`config.mk`:
```
export PLATFORM = sky130hd
export DESIGN_NAME = flight_phase_detector_core
export DESIGN_NICKNAME = d
export VERILOG_FILES = /design/src/rtl/core/fpd_pkg.sv /design/src/rtl/core/fpd_ram.sv /design/src/rtl/core/fpd_sequencer.sv /design/src/rtl/core/fpd_datapath.sv /design/src/rtl/core/flight_phase_detector_core.sv
export SDC_FILE = /design/constraint.sdc
export NUM_CORES = 2
export LEC_CHECK = 0
export BUFFER_PORTS_ARGS = -buffer_cell sky130_fd_sc_hd__buf_4
export CAP_MARGIN = 20
export CORE_ASPECT_RATIO = 0.6
export CORE_UTILIZATION = 25
export CTS_CLUSTER_DIAMETER = 150
export CTS_CLUSTER_SIZE = 20
export DETAILED_ROUTE_END_ITERATION = 8
export PLACE_DENSITY = 0.42
export SETUP_SLACK_MARGIN = 0.15
export SLEW_MARGIN = 20
export SYNTH_ARGS = -nofsm -noshare
export SYNTH_HDL_FRONTEND = slang
export SYNTH_SLANG_ARGS = --single-unit
```
`constraint.sdc`:
```
create_clock -name clock -period 11.19 [get_ports clock]
set_input_delay 0 -clock clock [delete_from_list [all_inputs] [get_ports clock]]
set_output_delay 0 -clock clock [all_outputs]
set_load 0.01 [all_outputs]
```
`src/rtl/core/fpd_pkg.sv`:
```
// flight phase detector shared types, constants and microcode table
`default_nettype none

package fpd_pkg;

   localparam int WINDOW_DEPTH_DEFAULT = 64;

   localparam int SAMPLE_W = 15;
   localparam int REG_W    = 19;
   localparam int SLOPE_W  = 20;
   localparam int PHASE_W  = 3;
   localparam int STEP_W   = 4;
   localparam int COND_W   = 3;
   localparam int INDEX_W  = 1;

   localparam logic [REG_W-1:0] LAUNCH_THRESHOLD_RESET = REG_W'(50);
   localparam logic [REG_W-1:0] STILL_TOLERANCE_RESET  = REG_W'(0);

   localparam logic [INDEX_W-1:0] REG_LAUNCH_THRESHOLD = 1'd0;
   localparam logic [INDEX_W-1:0] REG_STILL_TOLERANCE  = 1'd1;

   localparam logic [PHASE_W-1:0] PHASE_STANDBY  = 3'd0;
   localparam logic [PHASE_W-1:0] PHASE_ASCENT   = 3'd1;
   localparam logic [PHASE_W-1:0] PHASE_APOGEE   = 3'd2;
   localparam logic [PHASE_W-1:0] PHASE_DESCENT  = 3'd3;
   localparam logic [PHASE_W-1:0] PHASE_RECOVERY = 3'd4;

   localparam logic [COND_W-1:0] COND_ALWAYS   = 3'd0;
   localparam logic [COND_W-1:0] COND_NO_REQ   = 3'd1;
   localparam logic [COND_W-1:0] COND_PRIMED   = 3'd2;
   localparam logic [COND_W-1:0] COND_CNT_MORE = 3'd3;
   localparam logic [COND_W-1:0] COND_APOGEE   = 3'd4;
   localparam logic [COND_W-1:0] COND_HOLD     = 3'd5;
   localparam logic [COND_W-1:0] COND_RSP_BUSY = 3'd6;
   localparam logic [COND_W-1:0] COND_NEVER    = 3'd7;

   localparam logic [STEP_W-1:0] STEP_WAIT     = 4'd0;
   localparam logic [STEP_W-1:0] STEP_PRIME    = 4'd1;
   localparam logic [STEP_W-1:0] STEP_FILL     = 4'd2;
   localparam logic [STEP_W-1:0] STEP_DISPATCH = 4'd3;
   localparam logic [STEP_W-1:0] STEP_HOLDCHK  = 4'd4;
   localparam logic [STEP_W-1:0] STEP_SHIFT    = 4'd5;
   localparam logic [STEP_W-1:0] STEP_EVAL     = 4'd6;
   localparam logic [STEP_W-1:0] STEP_SCAN     = 4'd7;
   localparam logic [STEP_W-1:0] STEP_DRAIN    = 4'd8;
   localparam logic [STEP_W-1:0] STEP_DECIDE   = 4'd9;
   localparam logic [STEP_W-1:0] STEP_RESULT   = 4'd10;

   typedef struct packed {
      logic              accept;
      logic              cnt_clr;
      logic              fill;
      logic              shift;
      logic              scan;
      logic              eval;
      logic              result;
      logic              last;
      logic [COND_W-1:0] cond;
      logic [STEP_W-1:0] target;
   } fpd_ctrl_type;

   typedef struct packed {
      logic req_valid;
      logic primed;
      logic cnt_more;
      logic is_apogee;
      logic is_hold;
      logic rsp_busy;
   } fpd_status_type;

   function automatic fpd_ctrl_type fpd_ucode(input logic [STEP_W-1:0] step);
      fpd_ctrl_type w;
      w = '0;
      w.cond = COND_NEVER;
      unique case (step)
         STEP_WAIT: begin
            w.accept = 1'b1;
            w.cond   = COND_NO_REQ;
            w.target = STEP_WAIT;
         end
         STEP_PRIME: begin
            w.cnt_clr = 1'b1;
            w.cond    = COND_PRIMED;
            w.target  = STEP_DISPATCH;
         end
         STEP_FILL: begin
            w.fill   = 1'b1;
            w.cond   = COND_CNT_MORE;
            w.target = STEP_FILL;
         end
         STEP_DISPATCH: begin
            w.cnt_clr = 1'b1;
            w.cond    = COND_APOGEE;
            w.target  = STEP_SCAN;
         end
         STEP_HOLDCHK: begin
            w.cond   = COND_HOLD;
            w.target = STEP_RESULT;
         end
         STEP_SHIFT: begin
            w.shift = 1'b1;
         end
         STEP_EVAL: begin
            w.eval   = 1'b1;
            w.cond   = COND_ALWAYS;
            w.target = STEP_RESULT;
         end
         STEP_SCAN: begin
            w.scan   = 1'b1;
            w.cond   = COND_CNT_MORE;
            w.target = STEP_SCAN;
         end
         STEP_DRAIN: begin
            w.cond = COND_NEVER;
         end
         STEP_DECIDE: begin
            w.eval  = 1'b1;
            w.shift = 1'b1;
         end
         STEP_RESULT: begin
            w.result = 1'b1;
            w.last   = 1'b1;
            w.cond   = COND_RSP_BUSY;
            w.target = STEP_RESULT;
         end
         default: begin
            w.last = 1'b1;
         end
      endcase
      return w;
   endfunction

endpackage

`default_nettype wire

```
`src/rtl/core/fpd_ram.sv`:
```
// generic single write port ram with registered read
`default_nettype none

module fpd_ram #(
   parameter int WIDTH = 15,
   parameter int DEPTH = 64,
   parameter int AW    = $clog2(DEPTH)
) (
   input  wire logic             clock,
   input  wire logic             wr_en,
   input  wire logic [AW-1:0]    wr_addr,
   input  wire logic [WIDTH-1:0] wr_data,
   input  wire logic             rd_en,
   input  wire logic [AW-1:0]    rd_addr,
   output logic      [WIDTH-1:0] rd_data
);

   logic [WIDTH-1:0] mem [DEPTH];
   logic [WIDTH-1:0] rd_data_ff;

   always_ff @(posedge clock) begin
      if (wr_en) begin
         mem[wr_addr] <= wr_data;
      end
      if (rd_en) begin
         rd_data_ff <= mem[rd_addr];
      end
   end

   assign rd_data = rd_data_ff;

endmodule

`default_nettype wire

```
`src/rtl/core/fpd_sequencer.sv`:
```
// microcode sequencer: step counter, control rom and conditional jumps
`default_nettype none

module fpd_sequencer (
   input  wire logic                   clock,
   input  wire logic                   reset,
   input  wire fpd_pkg::fpd_status_type status,
   output fpd_pkg::fpd_ctrl_type       ctrl
);
   import fpd_pkg::*;

   logic [STEP_W-1:0] step_ff;
   logic [STEP_W-1:0] step_in;
   logic              taken;

   assign ctrl = fpd_ucode(step_ff);

   always_comb begin
      unique case (ctrl.cond)
         COND_ALWAYS:   taken = 1'b1;
         COND_NO_REQ:   taken = !status.req_valid;
         COND_PRIMED:   taken = status.primed;
         COND_CNT_MORE: taken = status.cnt_more;
         COND_APOGEE:   taken = status.is_apogee;
         COND_HOLD:     taken = status.is_hold;
         COND_RSP_BUSY: taken = status.rsp_busy;
         COND_NEVER:    taken = 1'b0;
         default:       taken = 1'b0;
      endcase
   end

   always_comb begin
      priority if (taken) begin
         step_in = ctrl.target;
      end else if (ctrl.last) begin
         step_in = STEP_WAIT;
      end else begin
         step_in = step_ff + STEP_W'(1);
      end
   end

   always_ff @(posedge clock) begin
      if (reset) begin
         step_ff <= STEP_WAIT;
      end else begin
         step_ff <= step_in;
      end
   end

endmodule

`default_nettype wire

```
`src/rtl/core/fpd_datapath.sv`:
```
// datapath: sample window, slope taps, apogee scan, phase and result registers
`default_nettype none

module fpd_datapath #(
   parameter int WINDOW_DEPTH = fpd_pkg::WINDOW_DEPTH_DEFAULT
) (
   input  wire logic                          clock,
   input  wire logic                          reset,
   input  wire fpd_pkg::fpd_ctrl_type         ctrl,
   output fpd_pkg::fpd_status_type            status,
   input  wire logic                          req_valid,
   input  wire logic [fpd_pkg::SAMPLE_W-1:0]  req_altitude_sample,
   input  wire logic [fpd_pkg::REG_W-1:0]     launch_threshold,
   input  wire logic [fpd_pkg::REG_W-1:0]     still_tolerance,
   input  wire logic                          rsp_ready,
   output logic                               rsp_valid,
   output logic [fpd_pkg::PHASE_W-1:0]        rsp_phase,
   output logic [fpd_pkg::SAMPLE_W-1:0]       rsp_apogee_value,
   output logic signed [fpd_pkg::SLOPE_W-1:0] rsp_slope_numerator,
   output logic                               rsp_phase_changed
);
   import fpd_pkg::*;

   localparam int AW = $clog2(WINDOW_DEPTH);
   localparam logic [AW-1:0] LAST_ADDR = AW'(WINDOW_DEPTH - 1);

   logic [SAMPLE_W-1:0] sample_ff;
   logic [PHASE_W-1:0]  old_phase_ff;
   logic [PHASE_W-1:0]  phase_ff;
   logic [PHASE_W-1:0]  phase_in;
   logic [SAMPLE_W-1:0] apogee_ff;
   logic                primed_ff;
   logic [AW-1:0]       cnt_ff;
   logic [AW-1:0]       ptr_ff;
   logic                rd_valid_ff;
   logic [SAMPLE_W-1:0] tap_ff [5];
   logic [SAMPLE_W-1:0] rd_data;
   logic                accept;
   logic                rsp_busy;
   logic                rsp_load;

   logic                rsp_valid_ff;
   logic [PHASE_W-1:0]  rsp_phase_ff;
   logic [SAMPLE_W-1:0] rsp_apogee_ff;
   logic [SLOPE_W-1:0]  rsp_slope_ff;
   logic                rsp_changed_ff;

   logic signed [SLOPE_W-1:0] d_outer;
   logic signed [SLOPE_W-1:0] d_inner;
   logic signed [SLOPE_W-1:0] slope;
   logic        [SLOPE_W-1:0] slope_mag;

   assign accept   = ctrl.accept && req_valid;
   assign rsp_busy = rsp_valid_ff && !rsp_ready;
   assign rsp_load = ctrl.result && !rsp_busy;

   assign status.req_valid = req_valid;
   assign status.primed    = primed_ff;
   assign status.cnt_more  = (cnt_ff != LAST_ADDR);
   assign status.is_apogee = (phase_ff == PHASE_APOGEE);
   assign status.is_hold   = (phase_ff != PHASE_STANDBY) && (phase_ff != PHASE_ASCENT) &&
                             (phase_ff != PHASE_APOGEE) && (phase_ff != PHASE_DESCENT);
   assign status.rsp_busy  = rsp_busy;

   fpd_ram #(
      .WIDTH (SAMPLE_W),
      .DEPTH (WINDOW_DEPTH)
   ) u_window (
      .clock   (clock),
      .wr_en   (ctrl.fill || ctrl.shift),
      .wr_addr (ctrl.fill ? cnt_ff : ptr_ff),
      .wr_data (sample_ff),
      .rd_en   (ctrl.scan),
      .rd_addr (cnt_ff),
      .rd_data (rd_data)
   );

   // slope numerator 10*(y5-y1) + 5*(y4-y2)
   assign d_outer   = $signed({{(SLOPE_W-SAMPLE_W){1'b0}}, tap_ff[4]}) -
                      $signed({{(SLOPE_W-SAMPLE_W){1'b0}}, tap_ff[0]});
   assign d_inner   = $signed({{(SLOPE_W-SAMPLE_W){1'b0}}, tap_ff[3]}) -
                      $signed({{(SLOPE_W-SAMPLE_W){1'b0}}, tap_ff[1]});
   assign slope     = (d_outer <<< 3) + (d_outer <<< 1) + (d_inner <<< 2) + d_inner;
   assign slope_mag = slope[SLOPE_W-1] ? SLOPE_W'(-slope) : SLOPE_W'(slope);

   always_comb begin
      phase_in = phase_ff;
      unique case (phase_ff)
         PHASE_STANDBY: begin
            if (slope > $signed({1'b0, launch_threshold})) begin
               phase_in = PHASE_ASCENT;
            end
         end
         PHASE_ASCENT: begin
            if (slope[SLOPE_W-1]) begin
               phase_in = PHASE_APOGEE;
            end
         end
         PHASE_APOGEE: begin
            if (tap_ff[4] < apogee_ff) begin
               phase_in = PHASE_DESCENT;
            end
         end
         PHASE_DESCENT: begin
            if (slope_mag <= {1'b0, still_tolerance}) begin
               phase_in = PHASE_RECOVERY;
            end
         end
         default: begin
            phase_in = phase_ff;
         end
      endcase
   end

   always_ff @(posedge clock) begin
      if (accept) begin
         sample_ff    <= req_altitude_sample;
         old_phase_ff <= phase_ff;
      end
      if (ctrl.fill) begin
         for (int i = 0; i < 5; i++) begin
            tap_ff[i] <= sample_ff;
         end
      end else if (ctrl.shift) begin
         for (int i = 0; i < 4; i++) begin
            tap_ff[i] <= tap_ff[i+1];
         end
         tap_ff[4] <= sample_ff;
      end
      if (rsp_load) begin
         rsp_phase_ff   <= phase_ff;
         rsp_apogee_ff  <= apogee_ff;
         rsp_slope_ff   <= slope;
         rsp_changed_ff <= (phase_ff != old_phase_ff);
      end
   end

   always_ff @(posedge clock) begin
      if (reset) begin
         phase_ff     <= PHASE_STANDBY;
         apogee_ff    <= '0;
         primed_ff    <= 1'b0;
         cnt_ff       <= '0;
         ptr_ff       <= '0;
         rd_valid_ff  <= 1'b0;
         rsp_valid_ff <= 1'b0;
      end else begin
         rd_valid_ff <= ctrl.scan;
         if (ctrl.fill) begin
            primed_ff <= 1'b1;
         end
         if (ctrl.cnt_clr) begin
            cnt_ff <= '0;
         end else if (ctrl.fill || ctrl.scan) begin
            cnt_ff <= AW'(cnt_ff + AW'(1));
         end
         if (ctrl.shift) begin
            ptr_ff <= (ptr_ff == LAST_ADDR) ? '0 : AW'(ptr_ff + AW'(1));
         end
         if (rd_valid_ff && (rd_data > apogee_ff)) begin
            apogee_ff <= rd_data;
         end
         if (ctrl.eval) begin
            phase_ff <= phase_in;
         end
         if (rsp_load) begin
            rsp_valid_ff <= 1'b1;
         end else if (rsp_ready) begin
            rsp_valid_ff <= 1'b0;
         end
      end
   end

   assign rsp_valid           = rsp_valid_ff;
   assign rsp_phase           = rsp_phase_ff;
   assign rsp_apogee_value    = rsp_apogee_ff;
   assign rsp_slope_numerator = rsp_slope_ff;
   assign rsp_phase_changed   = rsp_changed_ff;

`ifndef SYNTHESIS
   a_phase_steps_by_one: assert property (@(posedge clock) disable iff (reset)
      (!$past(reset) && (phase_ff != $past(phase_ff))) |->
      (phase_ff == $past(phase_ff) + 3'd1))
      else $error("phase skipped or went back");

   a_apogee_monotonic: assert property (@(posedge clock) disable iff (reset)
      !$past(reset) |-> (apogee_ff >= $past(apogee_ff)))
      else $error("apogee value decreased");

   a_primed_before_launch: assert property (@(posedge clock) disable iff (reset)
      (phase_ff != PHASE_STANDBY) |-> primed_ff)
      else $error("phase left standby with an unfilled window");
`endif

endmodule

`default_nettype wire

```
`src/rtl/core/flight_phase_detector_core.sv`:
```
// flight phase detector top level: configuration registers, sequencer and datapath
//
// channel  direction  handshake          payload
// req      in         req_valid/ready    req_altitude_sample
// rsp      out        rsp_valid/ready    rsp_phase, rsp_apogee_value,
//                                        rsp_slope_numerator, rsp_phase_changed
// csr      in         csr_valid/ready    csr_index, csr_data
//
// one item at a time; standby, ascent and descent shift the window and evaluate the slope
// apogee scans the whole window ram through its one read port before the result
// the first item after reset first writes every window entry
// a held result stalls the sequencer in its result step; csr writes are taken outside reset
// reset is synchronous and clears the phase, apogee value and window fill flag
`default_nettype none

module flight_phase_detector_core #(
   parameter int WINDOW_DEPTH = fpd_pkg::WINDOW_DEPTH_DEFAULT
) (
   input  wire logic                          clock,
   input  wire logic                          reset,
   input  wire logic                          req_valid,
   output logic                               req_ready,
   input  wire logic [fpd_pkg::SAMPLE_W-1:0]  req_altitude_sample,
   output logic                               rsp_valid,
   input  wire logic                          rsp_ready,
   output logic [fpd_pkg::PHASE_W-1:0]        rsp_phase,
   output logic [fpd_pkg::SAMPLE_W-1:0]       rsp_apogee_value,
   output logic signed [fpd_pkg::SLOPE_W-1:0] rsp_slope_numerator,
   output logic                               rsp_phase_changed,
   input  wire logic                          csr_valid,
   output logic                               csr_ready,
   input  wire logic [fpd_pkg::INDEX_W-1:0]   csr_index,
   input  wire logic [fpd_pkg::REG_W-1:0]     csr_data
);
   import fpd_pkg::*;

   fpd_ctrl_type   ctrl;
   fpd_status_type status;

   logic [REG_W-1:0] launch_threshold_ff;
   logic [REG_W-1:0] still_tolerance_ff;

   assign csr_ready = !reset;
   assign req_ready = ctrl.accept && !reset;

   always_ff @(posedge clock) begin
      if (reset) begin
         launch_threshold_ff <= LAUNCH_THRESHOLD_RESET;
         still_tolerance_ff  <= STILL_TOLERANCE_RESET;
      end else if (csr_valid) begin
         unique case (csr_index)
            REG_LAUNCH_THRESHOLD: launch_threshold_ff <= csr_data;
            REG_STILL_TOLERANCE:  still_tolerance_ff  <= csr_data;
            default: begin
            end
         endcase
      end
   end

   fpd_sequencer u_sequencer (
      .clock  (clock),
      .reset  (reset),
      .status (status),
      .ctrl   (ctrl)
   );

   fpd_datapath #(
      .WINDOW_DEPTH (WINDOW_DEPTH)
   ) u_datapath (
      .clock               (clock),
      .reset               (reset),
      .ctrl                (ctrl),
      .status              (status),
      .req_valid           (req_valid),
      .req_altitude_sample (req_altitude_sample),
      .launch_threshold    (launch_threshold_ff),
      .still_tolerance     (still_tolerance_ff),
      .rsp_ready           (rsp_ready),
      .rsp_valid           (rsp_valid),
      .rsp_phase           (rsp_phase),
      .rsp_apogee_value    (rsp_apogee_value),
      .rsp_slope_numerator (rsp_slope_numerator),
      .rsp_phase_changed   (rsp_phase_changed)
   );

endmodule

`default_nettype wire

```
# Word level (Yosys, flattened, before mapping)
# Memories as Yosys holds them, arrays and structs flattened. A register that Yosys moved wholly into a read port is not among the register bits.
# Cells that the tools add are included.
dict set report word_totals {
  ff_bits 132
  mem_bits_rw 1035
  inputBits 40
  word_cells 132
  n_memories 2
}
# name words word_bits read_ports rd_ports_with_merged_regs write_ports line
set memory_table {}
lappend memory_table {u_datapath.u_window.mem 64 15 1 1 1 fpd_ram.sv:18} ;# logic [WIDTH-1:0] mem [DEPTH];
lappend memory_table {u_datapath.tap_ff 5 15 5 0 5 fpd_datapath.sv:36} ;# logic [SAMPLE_W-1:0] tap_ff [5];
dict set report classes {
  n_addsub 9
  magnitude_cmp 4
  eq_ne 30
  n_mux 34
  n_bitwise 6
  reduce_logical 31
}
# operator count
set op_table {}
lappend op_table {{$mux 15} 5}
lappend op_table {{$add 20x20->20} 3}
lappend op_table {{$sub 15x15->16} 2}
lappend op_table {{$pmux 3 s7} 1}
lappend op_table {{$gt 20x20->1} 1}
lappend op_table {{$le 20x19->1} 1}
lappend op_table {{$mux 20} 1}
lappend op_table {{$neg 20->20} 1}
lappend op_table {{$eq 4x3->1 const B} 4}
lappend op_table {{$mux 1} 16}
lappend op_table {{$pmux 4 s4} 1}
lappend op_table {{$gt 15x15->1} 1}
lappend op_table {{$lt 15x15->1} 1}
lappend op_table {{$add 6x1->6 const B} 2}
lappend op_table {{$eq 3x2->1 const B} 4}
lappend op_table {{$eq 3x3->1 const B} 4}
lappend op_table {{$eq 4x4->1 const B} 3}
lappend op_table {{$mux 3} 4}
lappend op_table {{$mux 6} 2}
lappend op_table {{$pmux 3 s4} 1}
lappend op_table {{$reduce_or 2->1} 6}
lappend op_table {{$reduce_or 10->1} 1}
lappend op_table {{$eq 4x2->1 const B} 2}
lappend op_table {{$logic_and 1x1->1} 8}
lappend op_table {{23 further kinds} 39}

# Longest topological paths before layout
dict set report logic_depth {
  ltp_word 9
  depth_mapped 38
}

# Cells and area by module
# From an unflattened synthesis, not the netlist that was laid out.
dict set report unflattened {
  hier_cells 2917
  area_unflattened_um2 50651.1
}
# mod instances cells_per_inst area_per_inst_um2 seq_area_each_um2
set modules_own_cells {}
lappend modules_own_cells {fpd_ram 1 1638 37339.6 29278.1}
lappend modules_own_cells {fpd_datapath 1 1048 11085.6 4624.4}
lappend modules_own_cells {flight_phase_detector_core 1 150 1606.5 760.7}
lappend modules_own_cells {fpd_sequencer 1 81 619.3 80.1}

# Worst setup path after synthesis
# No wires, ideal clock.
dict set report synth_path {
  path_kind {register to register}
  start {memory u_datapath.tap_ff[4][0]}
  end {register u_datapath.phase_ff[1]}
  setup_time_ns 0.132
  t_arrival_ns 6.941
  t_required_ns 11.058
  slack_ns 4.116
  stages_incl_launch_ff 37
  n_path_buf 1
  synth_period_minus_slack_ns 7.074
  cell_sequence {edfxtp_1 inv_1 ha_1 inv_1 fa_1 a21o_1 a21oi_1 o21bai_1 a21oi_1 o21bai_1 a211o_1 a22o_1 nor2_1 xnor2_1 inv_1 fa_1 inv_1 fa_1 ha_1 nand2_1 a211oi_1 o22ai_1 xor2_1 xor2_1 buf_2 a21oi_1 xor2_1 ha_1 a21o_1 a21o_1 a21oi_1 nor2b_1 o21ai_0 a31oi_1 or4_1 a31oi_2 a221oi_1}
}
# item line
set synth_rtl {}
lappend synth_rtl {{start: declaration} fpd_datapath.sv:36}
lappend synth_rtl {{end signal: assignment} fpd_datapath.sv:164} ;# phase_ff <= phase_in;
lappend synth_rtl {{end: declaration} fpd_datapath.sv:29} ;# logic [PHASE_W-1:0] phase_ff;

==> impl_metrics.json <==
{
  "ioPinCount": 82,
  "vias_per_cell": 4.59,
  "critPathLaunchType": "flop",
  "finalClockSkew_ns": 0.0341,
  "violations": "antenna violations",
  "yosysMostFrequentCell": "edfxtp_1",
  "syn_nets": 3000,
  "synth_seq_cells": 1182,
  "clkLatencyLatePin_ns": 0.68,
  "crit_path_top_delay_cell": "a221oi_1",
  "synth_enable_flop_cells": 1107,
  "hold_viol_final": 0,
  "async_flop_share_pct": 0,
  "dr.first_iter.drc_count": 2777,
  "path_delay_family": "compound AO/OA/AOI/OAI gates",
  "drv_cap": 0,
  "cts_root_buf": "clkbuf_16",
  "place_congestion": 0.846,
  "synth_flop_cell": "edfxtp_1",
  "status": "complete, but fails checks",
  "cts.repair.resized": 0,
  "worstPathRequired_ns": 11.72,
  "slew_violations": 0,
  "critPathKind": "reg -> reg",
  "h-tree-depth": 3,
  "dp_hpwl_um": 91700,
  "finalSetupViolCount": 0,
  "register_area_um2": 34800,
  "die_w_um": 579,
  "yosys.area.top_type_share_pct": 66.6,
  "drive_gt1_share_pct": 21.3,
  "synth-seq-area-share_pct": 69.6,
  "dr.pass1.iters": 6,
  "fillers": 19600,
  "yosysWarnings": 0,
  "fin_setup_tns_ns": 0,
  "dieArea_um2": 201000,
  "syn_avg_cell_area_um2": 17.8,
  "wirelength_um": 143000,
  "syn_area_um2": 49900,
  "core_area_um2": 197000,
  "path_clk_slew_ns": 0.11,
  "numCtsBuffers": 69,
  "post_cts_buffers": 0,
  "initial_utilization_pct": 25.3,
  "final_net_count": 3204,
  "fin_crit_sh_pct": 73.1,
  "antenna_found_initial": 12,
  "via_count": 26000,
  "synth_common_cells": "1,107 x edfxtp_1, 315 x mux4_2, 269 x nand2_1",
  "layout_min_cycle_time_ns": 8.18,
  "maxSlewHeadroom_pct": 22.7,
  "multi_input_area_um2": 14300,
  "grt_pass1_wl_um": 202000,
  "end_kind": "flop",
  "wl_per_cell_um": 25.2,
  "cts_tree": "built",
  "postRouteAntennaNets": 1,
  "cts_sinks": 1182,
  "drc": 0,
  "grt_overflow": 0,
  "synth_area_leader_cell": "edfxtp_1",
  "ys_types": 61,
  "syn_to_final_growth_pct": 13.9,
  "rsz0062_at_grt": "false",
  "netlist_top_cells_area": "edfxtp_1 67%, mux4_2 14%, ha_1 3.2%",
  "crit_buf_inv": 2,
  "cp_slowest_stage_delay_ns": 0.55,
  "first_global_vias": 25400,
  "grt.total_usage_pct": 14.1,
  "worst_pin_slew_ns": 1.16,
  "grt_max_degree": 101,
  "cp_max_fo": 6,
  "die_h_um": 348,
  "io_buffers": 81,
  "min_path_type": "in -> reg",
  "rows": 126,
  "fmax_ghz": 0.122,
  "arrival_ns": 8.71,
  "synthCells": 2803,
  "clock_path_buffers": 3
}
routing by layer:
metal  share of wire, %  up-vias  GRT usage, %  wire (um)
met5                  0        -             0          0
met4                1.0        0          1.78       1450
met3                5.6       98          2.50       7940
met2                 37      630          17.6      53300
met1                 56    14000          24.6      79900
li1                   -    11300             -          -
cell usage in the layout (no fill, tap or decap), types with 19 or more instances in the layout:
cell type,netlist,final
nor3_1,19,19
dlygate4sd3_1,0,59
mux4_2,315,315
nand2_1,269,268
clkbuf_16,0,69
nor2b_1,20,20
o21ai_0,51,50
clkbuf_1,68,19
inv_1,147,147
fa_1,30,30
nor2_1,121,76
edfxtp_1,1107,1107
xor2_1,27,27
buf_4,0,184
ha_1,127,127
nand3_1,25,25
a21oi_1,94,94
a21o_1,41,41
dfxtp_1,75,71
nor2_2,0,42
xnor2_1,43,43
worst reg2reg max path: cells and delay by family (launching register included):
kind | cells | cell delay (ns)
AOI/OAI and AO/OA | 13 | 2.64
xor gates and xnor gates | 2 | 0.72
adders and majority gates | 6 | 2.23
buffers and inverters | 2 | 0.25
DFF | 1 | 0.42
and+or+nand+nor | 9 | 1.78
path summary, 6_finish.rpt:
kind	from	to	slack (ns)	depth (start not counted)
setup / recovery	u_datapath.tap_ff[1][0]	u_datapath.phase_ff[0]	3.01	32
hold / removal	req_altitude_sample[2]	u_datapath.sample_ff[2]	0.07	2
setup reg to reg	u_datapath.tap_ff[1][0]	u_datapath.phase_ff[0]	3.01	32
hold reg to reg	launch_threshold_ff[13]	launch_threshold_ff[13]	0.46	2
per-stage QoR:
step	setup slack, ns	cells	util, %	area, um2	hold slack [ns]
floorplan	4.12	2803	-	49900	0.0989
global placement	3.16	5501	27.5	54300	0.180
detailed placement	3.13	5501	27.5	54300	0.180
CTS	3.07	5656	28.8	56800	0.00303
global route	2.41	5656	28.8	56800	0.0233
finish	3.01	5665	28.8	56800	0.0708
cell type report:
cell class	instances	share of cell area [%]
flip-flops and latches	1182	61.2
multi-input cells	1362	25.1
well taps	2624	5.78
repair buffers	244	3.51
clock buffers	88	3.16
inverters	148	0.978
clock inverters	8	0.220
diodes	9	0.0396
logic make-up (layout without fill, tap and decap cells):
kind of cell / Yosys count / after routing / share of synthesized area (%)
AND/OR/NAND/NOR: 530 / 530 / 4.68
AO/OA/AOI/OAI: 271 / 271 / 3.45
multiplexers: 334 / 334 / 14.6
flip-flops: 1182 / 1182 / 69.6
other: 0 / 9 / 0
XOR/XNOR: 70 / 70 / 1.23
adder cells (fa/ha/maj): 157 / 157 / 4.39
buffers and inverters: 259 / 488 / 2.02
state kept, by name, indices dropped and copies added (netlist names):
name and cells:
u_datapath.u_window.mem 960, u_datapath.tap_ff 75, u_datapath.rsp_slope_numerator 20, launch_threshold_ff 19, still_tolerance_ff 19, u_datapath.apogee_ff 15, u_datapath.rsp_apogee_value 15, u_datapath.sample_ff 15
u_datapath.u_window.rd_data 15, u_datapath.cnt_ff 6, u_datapath.ptr_ff 6, u_sequencer.step_ff 4, u_datapath.old_phase_ff 3, u_datapath.phase_ff 3, u_datapath.rsp_phase 3, u_datapath.primed_ff 1
u_datapath.rd_valid_ff 1, u_datapath.rsp_phase_changed 1, u_datapath.rsp_valid 1
what timing repair did:
action | in CTS | in global routing
setup endpoints to repair | 0 | 0
endpoints found under the hold margin | 68 | 0
hold buffers | 59 | 0
Power is not shown: default switching activity piles up to over one toggle a cycle in this logic, so the estimate is an artifact.
